### src/design/ped_pkg.sv
// Shared types and constants for the postfix expression evaluator.
`timescale 1ns / 1ps

package ped_pkg;

  // Operand width of a stack entry
  localparam int DATA_W = 8;

  // Character codes that carry meaning
  localparam logic [7:0] CHR_ZERO  = 8'h30;
  localparam logic [7:0] CHR_NINE  = 8'h39;
  localparam logic [7:0] CHR_PLUS  = 8'h2B;
  localparam logic [7:0] CHR_MINUS = 8'h2D;
  localparam logic [7:0] CHR_STAR  = 8'h2A;
  localparam logic [7:0] CHR_SLASH = 8'h2F;

  typedef enum logic [1:0] {
    OP_ADD,
    OP_SUB,
    OP_MUL,
    OP_DIV
  } op_t;

  typedef enum logic [1:0] {
    ST_IDLE,
    ST_EXEC,
    ST_DIV,
    ST_FIN
  } state_t;

  typedef struct packed {
    logic underflow;
    logic divide_by_zero;
    logic stack_full;
  } flags_t;

  typedef struct packed {
    logic              done;
    logic [DATA_W-1:0] quotient;
  } div_status_t;

  // Map an operator character to its operation
  function automatic op_t decode_op(input logic [7:0] ch);
    op_t op;
    case (ch)
      CHR_PLUS:  op = OP_ADD;
      CHR_MINUS: op = OP_SUB;
      CHR_STAR:  op = OP_MUL;
      default:   op = OP_DIV;
    endcase
    return op;
  endfunction

endpackage

### src/design/ped_in_if.sv
// Character channel: valid/ready handshake with one expression character.
`timescale 1ns / 1ps

interface ped_in_if;
  logic       valid;
  logic       ready;
  logic [7:0] character;
  logic       end_of_expression;

  modport source (output valid, output character, output end_of_expression, input ready);
  modport sink   (input valid, input character, input end_of_expression, output ready);
endinterface

### src/design/ped_out_if.sv
// Result channel: valid/ready handshake with the value and error flags.
`timescale 1ns / 1ps

interface ped_out_if;
  logic              valid;
  logic              ready;
  logic signed [7:0] value;
  logic              underflow;
  logic              divide_by_zero;
  logic              stack_full;

  modport source (output valid, output value, output underflow, output divide_by_zero,
                  output stack_full, input ready);
  modport sink   (input valid, input value, input underflow, input divide_by_zero,
                  input stack_full, output ready);
endinterface

### src/design/ped_stack_mem.sv
// Operand stack storage: one write port, one registered read port.
`timescale 1ns / 1ps

module ped_stack_mem
  import ped_pkg::*;
#(
  parameter int DEPTH  = 16,
  parameter int ADDR_W = 4
) (
  input  logic              clk,
  input  logic              we,
  input  logic [ADDR_W-1:0] waddr,
  input  logic [DATA_W-1:0] wdata,
  input  logic [ADDR_W-1:0] raddr,
  output logic [DATA_W-1:0] rdata
);

  logic [DATA_W-1:0] mem [DEPTH];

  // Write the pushed entry
  always_ff @(posedge clk) begin
    if (we) begin
      mem[waddr] <= wdata;
    end
  end

  // Register the read data
  always_ff @(posedge clk) begin
    rdata <= mem[raddr];
  end

endmodule

### src/design/ped_div.sv
// Iterative signed divider, one quotient bit per cycle, truncating toward zero.
`timescale 1ns / 1ps

module ped_div
  import ped_pkg::*;
(
  input  logic              clk,
  input  logic              rst,
  input  logic              start,
  input  logic [DATA_W-1:0] dividend,
  input  logic [DATA_W-1:0] divisor,
  output div_status_t       status
);

  localparam int CNT_W = $clog2(DATA_W);

  logic              busy;
  logic              done;
  logic [CNT_W-1:0]  cnt;
  logic [DATA_W-1:0] rem;
  logic [DATA_W-1:0] quo;
  logic [DATA_W-1:0] dvs;
  logic              neg;

  logic [DATA_W:0]   shifted;
  logic              fits;
  logic [DATA_W-1:0] rem_next;
  logic [DATA_W-1:0] quo_next;
  logic [DATA_W-1:0] dividend_mag;
  logic [DATA_W-1:0] divisor_mag;

  // Take magnitudes of the operands
  assign dividend_mag = dividend[DATA_W-1] ? DATA_W'(-dividend) : dividend;
  assign divisor_mag  = divisor[DATA_W-1]  ? DATA_W'(-divisor)  : divisor;

  // One restoring step: shift in the next dividend bit, subtract if it fits
  assign shifted  = {rem, quo[DATA_W-1]};
  assign fits     = shifted >= {1'b0, dvs};
  assign rem_next = fits ? DATA_W'(shifted - {1'b0, dvs}) : shifted[DATA_W-1:0];
  assign quo_next = {quo[DATA_W-2:0], fits};

  // Sequence the steps
  always_ff @(posedge clk) begin
    if (rst) begin
      busy <= 1'b0;
      done <= 1'b0;
      cnt  <= '0;
    end else begin
      done <= 1'b0;
      if (start) begin
        busy <= 1'b1;
        cnt  <= '0;
      end else if (busy) begin
        cnt <= cnt + CNT_W'(1);
        if (cnt == CNT_W'(DATA_W - 1)) begin
          busy <= 1'b0;
          done <= 1'b1;
        end
      end
    end
  end

  // Advance the datapath
  always_ff @(posedge clk) begin
    if (start) begin
      rem <= '0;
      quo <= dividend_mag;
      dvs <= divisor_mag;
      neg <= dividend[DATA_W-1] ^ divisor[DATA_W-1];
    end else if (busy) begin
      rem <= rem_next;
      quo <= quo_next;
    end
  end

  // Apply the sign; the magnitude 128 wraps back to -128
  assign status.done     = done;
  assign status.quotient = neg ? DATA_W'(-quo) : quo;

endmodule

### src/design/postfix_expression_evaluator_core.sv
// Top level of the postfix expression evaluator: control, arithmetic and result register.
`timescale 1ns / 1ps

// Evaluates a postfix expression fed one ASCII character per transaction. Digits push
// their value, + - * / pop two operands and push the 8-bit wrapped result, other
// characters are ignored. The top of the stack sits in a register, the rest in a
// one-port-write, one-port-read memory with registered read data. A digit or an ignored
// character needs only the idle state; + - * add the execute state, which waits on the
// stack memory read of the left operand; / also runs the 8-step bit-serial divider in
// the divide state (a zero divisor ends in the execute state). The ending character adds
// the finish state, which loads the result register once the previous result is taken.
// A new character is accepted while a finished result waits. No clearing pass is needed.
module postfix_expression_evaluator_core
  import ped_pkg::*;
#(
  parameter int STACK_DEPTH = 16
) (
  input logic           clk,
  input logic           rst,
  ped_in_if.sink        chars,
  ped_out_if.source     results
);

  localparam int CNT_W  = $clog2(STACK_DEPTH + 1);
  localparam int ADDR_W = (STACK_DEPTH > 2) ? $clog2(STACK_DEPTH) : 1;

  state_t            state, state_next;
  logic [CNT_W-1:0]  count, count_next;
  logic [DATA_W-1:0] top, top_next;
  flags_t            flags, flags_next;
  op_t               op, op_next;
  logic [DATA_W-1:0] right_op, right_op_next;
  logic              left_mem, left_mem_next;
  logic              last, last_next;
  logic              out_valid, out_valid_next;
  logic [DATA_W-1:0] out_value, out_value_next;
  flags_t            out_flags, out_flags_next;

  logic              mem_we;
  logic [ADDR_W-1:0] mem_waddr;
  logic [ADDR_W-1:0] mem_raddr;
  logic [DATA_W-1:0] mem_rdata;

  logic              div_start;
  div_status_t       div_stat;

  logic              out_free;
  logic [DATA_W-1:0] left_op;
  logic [DATA_W-1:0] sum;
  logic [DATA_W-1:0] diff;
  logic [2*DATA_W-1:0] prod;

  ped_stack_mem #(
    .DEPTH  (STACK_DEPTH),
    .ADDR_W (ADDR_W)
  ) u_mem (
    .clk   (clk),
    .we    (mem_we),
    .waddr (mem_waddr),
    .wdata (top),
    .raddr (mem_raddr),
    .rdata (mem_rdata)
  );

  ped_div u_div (
    .clk      (clk),
    .rst      (rst),
    .start    (div_start),
    .dividend (left_op),
    .divisor  (right_op),
    .status   (div_stat)
  );

  // Spill the old top below the new one; read the left operand under the top
  assign mem_waddr = ADDR_W'(count - CNT_W'(1));
  assign mem_raddr = ADDR_W'(count - CNT_W'(2));

  // Arithmetic on the popped operands
  assign left_op = left_mem ? mem_rdata : '0;
  assign sum     = left_op + right_op;
  assign diff    = left_op - right_op;
  assign prod    = left_op * right_op;

  assign out_free = !out_valid || results.ready;

  // Hold control state
  always_ff @(posedge clk) begin
    if (rst) begin
      state     <= ST_IDLE;
      count     <= '0;
      flags     <= '0;
      out_valid <= 1'b0;
    end else begin
      state     <= state_next;
      count     <= count_next;
      flags     <= flags_next;
      out_valid <= out_valid_next;
    end
  end

  // Hold the payload
  always_ff @(posedge clk) begin
    top       <= top_next;
    op        <= op_next;
    right_op  <= right_op_next;
    left_mem  <= left_mem_next;
    last      <= last_next;
    out_value <= out_value_next;
    out_flags <= out_flags_next;
  end

  // Next state and datapath control
  always_comb begin
    state_next     = state;
    count_next     = count;
    top_next       = top;
    flags_next     = flags;
    op_next        = op;
    right_op_next  = right_op;
    left_mem_next  = left_mem;
    last_next      = last;
    out_value_next = out_value;
    out_flags_next = out_flags;
    out_valid_next = out_valid;
    mem_we         = 1'b0;
    div_start      = 1'b0;

    // Drop the result once taken
    if (results.valid && results.ready) begin
      out_valid_next = 1'b0;
    end

    case (state)
      ST_IDLE: begin
        if (chars.valid) begin
          last_next = chars.end_of_expression;
          if (chars.character inside {[CHR_ZERO:CHR_NINE]}) begin
            // Push a digit, spilling the old top into memory
            if (count < CNT_W'(STACK_DEPTH)) begin
              mem_we     = (count != '0);
              top_next   = {{(DATA_W-4){1'b0}}, chars.character[3:0]};
              count_next = count + CNT_W'(1);
            end else begin
              flags_next.stack_full = 1'b1;
            end
            state_next = chars.end_of_expression ? ST_FIN : ST_IDLE;
          end else if (chars.character inside {CHR_PLUS, CHR_MINUS, CHR_STAR, CHR_SLASH}) begin
            // Pop both operands; the left one arrives from memory next cycle
            op_next       = decode_op(chars.character);
            right_op_next = (count != '0) ? top : '0;
            left_mem_next = (count >= CNT_W'(2));
            if (count >= CNT_W'(2)) begin
              count_next = count - CNT_W'(2);
            end else begin
              count_next           = '0;
              flags_next.underflow = 1'b1;
            end
            state_next = ST_EXEC;
          end else begin
            state_next = chars.end_of_expression ? ST_FIN : ST_IDLE;
          end
        end
      end

      ST_EXEC: begin
        // Push the result into the top register; a nonzero divisor starts the divider instead
        case (op)
          OP_ADD: begin
            top_next   = sum;
            count_next = count + CNT_W'(1);
            state_next = last ? ST_FIN : ST_IDLE;
          end
          OP_SUB: begin
            top_next   = diff;
            count_next = count + CNT_W'(1);
            state_next = last ? ST_FIN : ST_IDLE;
          end
          OP_MUL: begin
            top_next   = prod[DATA_W-1:0];
            count_next = count + CNT_W'(1);
            state_next = last ? ST_FIN : ST_IDLE;
          end
          default: begin
            if (right_op == '0) begin
              flags_next.divide_by_zero = 1'b1;
              top_next   = '0;
              count_next = count + CNT_W'(1);
              state_next = last ? ST_FIN : ST_IDLE;
            end else begin
              div_start  = 1'b1;
              state_next = ST_DIV;
            end
          end
        endcase
      end

      ST_DIV: begin
        if (div_stat.done) begin
          top_next   = div_stat.quotient;
          count_next = count + CNT_W'(1);
          state_next = last ? ST_FIN : ST_IDLE;
        end
      end

      ST_FIN: begin
        // Report the top and flags, then clear the stack for the next expression
        if (out_free) begin
          out_valid_next = 1'b1;
          out_value_next = (count != '0) ? top : '0;
          out_flags_next = flags;
          flags_next     = '0;
          count_next     = '0;
          state_next     = ST_IDLE;
        end
      end

      default: begin
        state_next = ST_IDLE;
      end
    endcase
  end

  assign chars.ready            = (state == ST_IDLE);
  assign results.valid          = out_valid;
  assign results.value          = out_value;
  assign results.underflow      = out_flags.underflow;
  assign results.divide_by_zero = out_flags.divide_by_zero;
  assign results.stack_full     = out_flags.stack_full;

`ifndef SYNTHESIS
  a_count_bound: assert property (@(posedge clk) disable iff (rst)
    count <= CNT_W'(STACK_DEPTH))
    else $error("stack count beyond depth");

  a_result_from_fin: assert property (@(posedge clk) disable iff (rst)
    $rose(out_valid) |-> $past(state) == ST_FIN)
    else $error("result loaded outside the finish step");

  a_div_done_in_div: assert property (@(posedge clk) disable iff (rst)
    div_stat.done |-> state == ST_DIV)
    else $error("divider finished while not awaited");

  a_fin_clears: assert property (@(posedge clk) disable iff (rst)
    (state == ST_FIN && out_free) |=> (count == '0 && flags == '0 && out_valid))
    else $error("stack not cleared after reporting");
`endif

endmodule

### src/flat_wrapper.sv
// flat-port wrapper written by rule: the top's interface ports become plain ports
module postfix_expression_evaluator_core_flat import ped_pkg::*;
#(
  parameter int STACK_DEPTH = 16
)
  (clk, rst, chars_valid, chars_character, chars_end_of_expression, chars_ready, results_valid, results_value, results_underflow, results_divide_by_zero, results_stack_full, results_ready);
  ped_in_if chars_i ();
  ped_out_if results_i ();
  input logic clk;
  input logic rst;
  input wire logic [$bits(chars_i.valid)-1:0] chars_valid;
  input wire logic [$bits(chars_i.character)-1:0] chars_character;
  input wire logic [$bits(chars_i.end_of_expression)-1:0] chars_end_of_expression;
  output wire logic [$bits(chars_i.ready)-1:0] chars_ready;
  output wire logic [$bits(results_i.valid)-1:0] results_valid;
  output wire logic [$bits(results_i.value)-1:0] results_value;
  output wire logic [$bits(results_i.underflow)-1:0] results_underflow;
  output wire logic [$bits(results_i.divide_by_zero)-1:0] results_divide_by_zero;
  output wire logic [$bits(results_i.stack_full)-1:0] results_stack_full;
  input wire logic [$bits(results_i.ready)-1:0] results_ready;
  assign chars_i.valid = chars_valid;
  assign chars_i.character = chars_character;
  assign chars_i.end_of_expression = chars_end_of_expression;
  assign chars_ready = chars_i.ready;
  assign results_valid = results_i.valid;
  assign results_value = results_i.value;
  assign results_underflow = results_i.underflow;
  assign results_divide_by_zero = results_i.divide_by_zero;
  assign results_stack_full = results_i.stack_full;
  assign results_i.ready = results_ready;
  postfix_expression_evaluator_core #(.STACK_DEPTH(STACK_DEPTH)) u_core (.clk(clk), .rst(rst), .chars(chars_i), .results(results_i));
endmodule
### config.mk
export PLATFORM = sky130hd
export DESIGN_NAME = postfix_expression_evaluator_core_flat
export DESIGN_NICKNAME = d
export VERILOG_FILES = /design/src/design/ped_pkg.sv /design/src/design/ped_in_if.sv /design/src/design/ped_out_if.sv /design/src/design/ped_stack_mem.sv /design/src/design/ped_div.sv /design/src/design/postfix_expression_evaluator_core.sv /design/src/flat_wrapper.sv
export SDC_FILE = /design/constraint.sdc
export NUM_CORES = 1
export LEC_CHECK = 0
export BUFFER_PORTS_ARGS = -buffer_cell sky130_fd_sc_hd__buf_2
export CAP_MARGIN = 40
export CORE_ASPECT_RATIO = 1.4
export CORE_MARGIN = 4
export CORE_UTILIZATION = 37
export DETAILED_ROUTE_END_ITERATION = 7
export PLACE_DENSITY_LB_ADDON = 0.25
export SLEW_MARGIN = 20
export SYNTH_ARGS = -nofsm -noshare
export SYNTH_HDL_FRONTEND = slang
export SYNTH_SLANG_ARGS = --single-unit
export TNS_END_PERCENT = 1
### constraint.sdc
create_clock -name clk -period 7.7 [get_ports clk]
set_clock_uncertainty 0.2 [all_clocks]
set_input_delay 0.385 -clock clk [delete_from_list [all_inputs] [get_ports clk]]
set_output_delay 0.385 -clock clk [all_outputs]
set_load 0.05 [all_outputs]
==> flow_metrics.env <==
export IMPL_maxCapViolations=0
export IMPL_avgSynthCellArea_sq_um=13.0
export IMPL_gp_congestion=0.878
export IMPL_cts_buffers=22
export IMPL_io_pins=26
export IMPL_grt_start_max_net_pins=42
export IMPL_slew_headroom_pct=44.2
export IMPL_nNetsFinal=950
export IMPL_root_buffer="clkbuf_16"
export IMPL_synth_area_sq_um=10800
export IMPL_ys_warnings_count=0
export IMPL_cts_setup_buffers=0
export IMPL_final_setup_tns_ps=0
export IMPL_placementRows=73
export IMPL_synth_edf_count=176
export IMPL_synth_fp_nets=915
export IMPL_ys_types=68
export IMPL_dp_cells=1209
export IMPL_final_cell_mix="176 x edfxtp_1, 60 x inv_1, 60 x nor2_1, 55 x ha_1, 52 x nand2_1"
export IMPL_cts_hold_fix_buffers=3
export IMPL_wl_per_cell_um=19.9
export IMPL_cp_end_kind="register"
export IMPL_critical_path_arrival_ps=4980
export IMPL_synthArstFlopShare_pct=0
export IMPL_initial_core_util_pct=37.8
export IMPL_critical_path_class="register to register"
export IMPL_switching_power_mw=1.44
export IMPL_core_area_sq_um=28600
export IMPL_min_period_ps=4940
export IMPL_drv_slew=0
export IMPL_grt_pass1_vias=6920
export IMPL_p_total_mw=4.16
export IMPL_rr_worst_depth=14
export IMPL_p_leak_nw=4.44
export IMPL_power_density_nw_per_um2=340
export IMPL_dieHeight_um=210
export IMPL_fp_dieArea_sq_um=32100
export IMPL_portBuffers=25
export IMPL_cts_sinks=208
export IMPL_die_w_um=152
export IMPL_track_usage_pct=15.4
export IMPL_final_layout_size_suffix_gt1_share_pct=16.2
export IMPL_cts_tree="yes"
export IMPL_worst_pin_slew_ps=834
export IMPL_cts_resized=0
export IMPL_timing_fmax_ghz=0.202
export IMPL_htree_levels=1
export IMPL_syn2layout_area_growth_pct=13.0
export IMPL_antenna_found_initial=0
export IMPL_final_common_cell="edfxtp_1"
export IMPL_outcome="finished clean"
export IMPL_diodes=0
export IMPL_ys_flop_type="edfxtp_1"
export IMPL_hold_path_class="input port to register"
export IMPL_crit_required_ps=7740
export IMPL_synth_seq_cells=208
export IMPL_grt_pass1_wl_um=39200
export IMPL_combPwrFrac_pct=33.3
export IMPL_dr_pass1_iters=5
export IMPL_drc_errors=0
export IMPL_peakVddDrop_v=0.000187
export IMPL_p_clk_share_pct=26.7
export IMPL_instances_no_fill=1258
export IMPL_grt_overflow_total=0
export IMPL_swShare_pct=34.6
export IMPL_insertion_delay_ps=510
export IMPL_power_frac_seq_pct=39.9
export IMPL_path_max_fanout=28
export IMPL_vias=6618
export IMPL_drt_iter0_drc=422
export IMPL_timing_hold_violations_final=0
export IMPL_clk_pin_slew_ps=60
export IMPL_setup_viol=0
export IMPL_wirelength_um=25000
export IMPL_via_per_inst=5.26
export IMPL_internal_power_mw=2.72
export IMPL_period_share_pct=64.2
export IMPL_ys_seq_area_share_pct=54.8
export IMPL_dp_hpwl_um=17900
export IMPL_holdPathStages=2
export IMPL_cp_start_kind="register"
export IMPL_antenna_left=0
export IMPL_rsz0062_at_grt="no"
export IMPL_clockBufferDepth=3
export IMPL_syn_instance_count=833
[cells in the mapped netlist (3+ instances only)]
| cell type | number | area (sq um) |
|---|---|---|
| edfxtp_1 | 176 | 5290 |
| inv_1 | 60 | 225 |
| nor2_1 | 60 | 225 |
| ha_1 | 55 | 688 |
| nand2_1 | 52 | 195 |
| mux4_2 | 40 | 901 |
| xnor2_1 | 34 | 298 |
| dfxtp_1 | 32 | 641 |
| clkbuf_1 | 30 | 113 |
| o21ai_0 | 23 | 115 |
| a21oi_1 | 22 | 110 |
| nand3_1 | 20 | 100 |
| nor2b_1 | 18 | 113 |
| nor3_1 | 17 | 85.1 |
| and3_1 | 15 | 93.8 |
| fa_1 | 14 | 280 |
| xor2_1 | 13 | 114 |
| nand2b_1 | 11 | 68.8 |
| a22oi_1 | 9 | 67.6 |
| and2_1 | 8 | 50.1 |
| o21a_1 | 7 | 52.6 |
| a21o_1 | 6 | 45.0 |
| a31oi_1 | 6 | 37.5 |
| mux2i_1 | 6 | 60.1 |
| nand3b_1 | 6 | 45.0 |
| o31ai_1 | 6 | 45.0 |
| nor3b_1 | 5 | 37.5 |
| buf_1 | 4 | 15.0 |
| buf_2 | 4 | 20.0 |
| mux2_2 | 4 | 45.0 |
| o211ai_1 | 4 | 30.0 |
| o221a_2 | 4 | 45.0 |
| or3_1 | 4 | 25.0 |
| a221oi_1 | 3 | 26.3 |
| nand4_1 | 3 | 18.8 |
| nor4b_1 | 3 | 26.3 |
| o2111ai_1 | 3 | 26.3 |
| o22ai_1 | 3 | 18.8 |
| or2_2 | 3 | 18.8 |
[path summary, 6_finish.rpt]
| check | start | to | slack (ps) |
|---|---|---|---|
| max | u_core.left_mem$_DFFE_PP_ | u_core.top[7]$_DFFE_PP_ | 2760 |
| min | chars_character[1] | u_core.op[0]$_DFFE_PP_ | 10 |
| max reg2reg | u_core.left_mem$_DFFE_PP_ | u_core.top[7]$_DFFE_PP_ | 2760 |
| min reg2reg | u_core.flags[1]$_SDFFE_PP0P_ | u_core.results.divide_by_zero$_DFFE_PP_ | 250 |
[logic make-up (layout without fill, tap and decap cells)]
group	Yosys count	in the layout	synth area share, %
and+or+nand+nor	235	235	11.0
AOI/OAI and AO/OA	120	120	7.96
buffers and inverters	102	152	3.75
DFF	208	208	54.8
adders and majority gates	69	69	8.96
muxes	50	50	9.30
xor gates and xnor gates	49	49	4.22
[cell type report]
type	instances	area, sq um
sequential	208	5930
clock buffer	25	583
clock inverter	14	171
timing repair buffer	52	352
multi-input combinational	523	4480
fill	2649	16400
inverter	61	231
tap	375	469
[metrics by stage]
step	util (%)	instance area [sq um]	hold WS [ps]	setup slack, ps
floorplan	-	10800	209	3230
global placement	39.5	11300	244	2770
detailed placement	39.8	11400	243	2750
CTS	42.5	12200	1.25	2720
global route	42.7	12200	8.18	2460
finish	42.7	12200	13.5	2760
[power by group through the flow]
stage / logic (mW) / registers (mW) / clock network, mW
2_1_floorplan: 1.03 / 1.61 / 0
3_3_place_gp: 1.38 / 1.68 / 0
3_5_place_dp: 1.39 / 1.68 / 0
4_1_cts: 1.40 / 1.66 / 1.14
5_1_grt: 1.54 / 1.68 / 1.18
6_report: 1.38 / 1.66 / 1.11
[critical path, stage by stage, from the launching register on]
cell and delay, ps:
edfxtp_1 790, and2_1 340, nand2_1 110, fa_1 470, fa_1 540, inv_1 50
fa_1 470, inv_1 50, fa_1 520, inv_1 40, ha_1 310, a21oi_1 170
xnor3_1 350, xnor2_1 160, o211ai_1 90
[flip-flops by register name, summed over array words and instances (netlist names), 5 cells and up]
name / count
u_core.results.value: 8
u_core.u_div.dvs: 8
u_core.u_mem.mem: 128
u_core.u_mem.rdata: 8
u_core.top: 8
u_core.u_div.rem: 8
u_core.right_op: 8
u_core.u_div.quo: 8
u_core.count: 5
[routing by layer]
metal  wire length [um]  vias to the layer above  GRT usage, %
li1                   -                     3160             -
met1               9600                     3318          17.1
met2              14000                      101          30.3
met3                594                       39          1.79
met4                800                        0          5.35
met5                  0                        -             0
(Power assumes the default switching activity.)
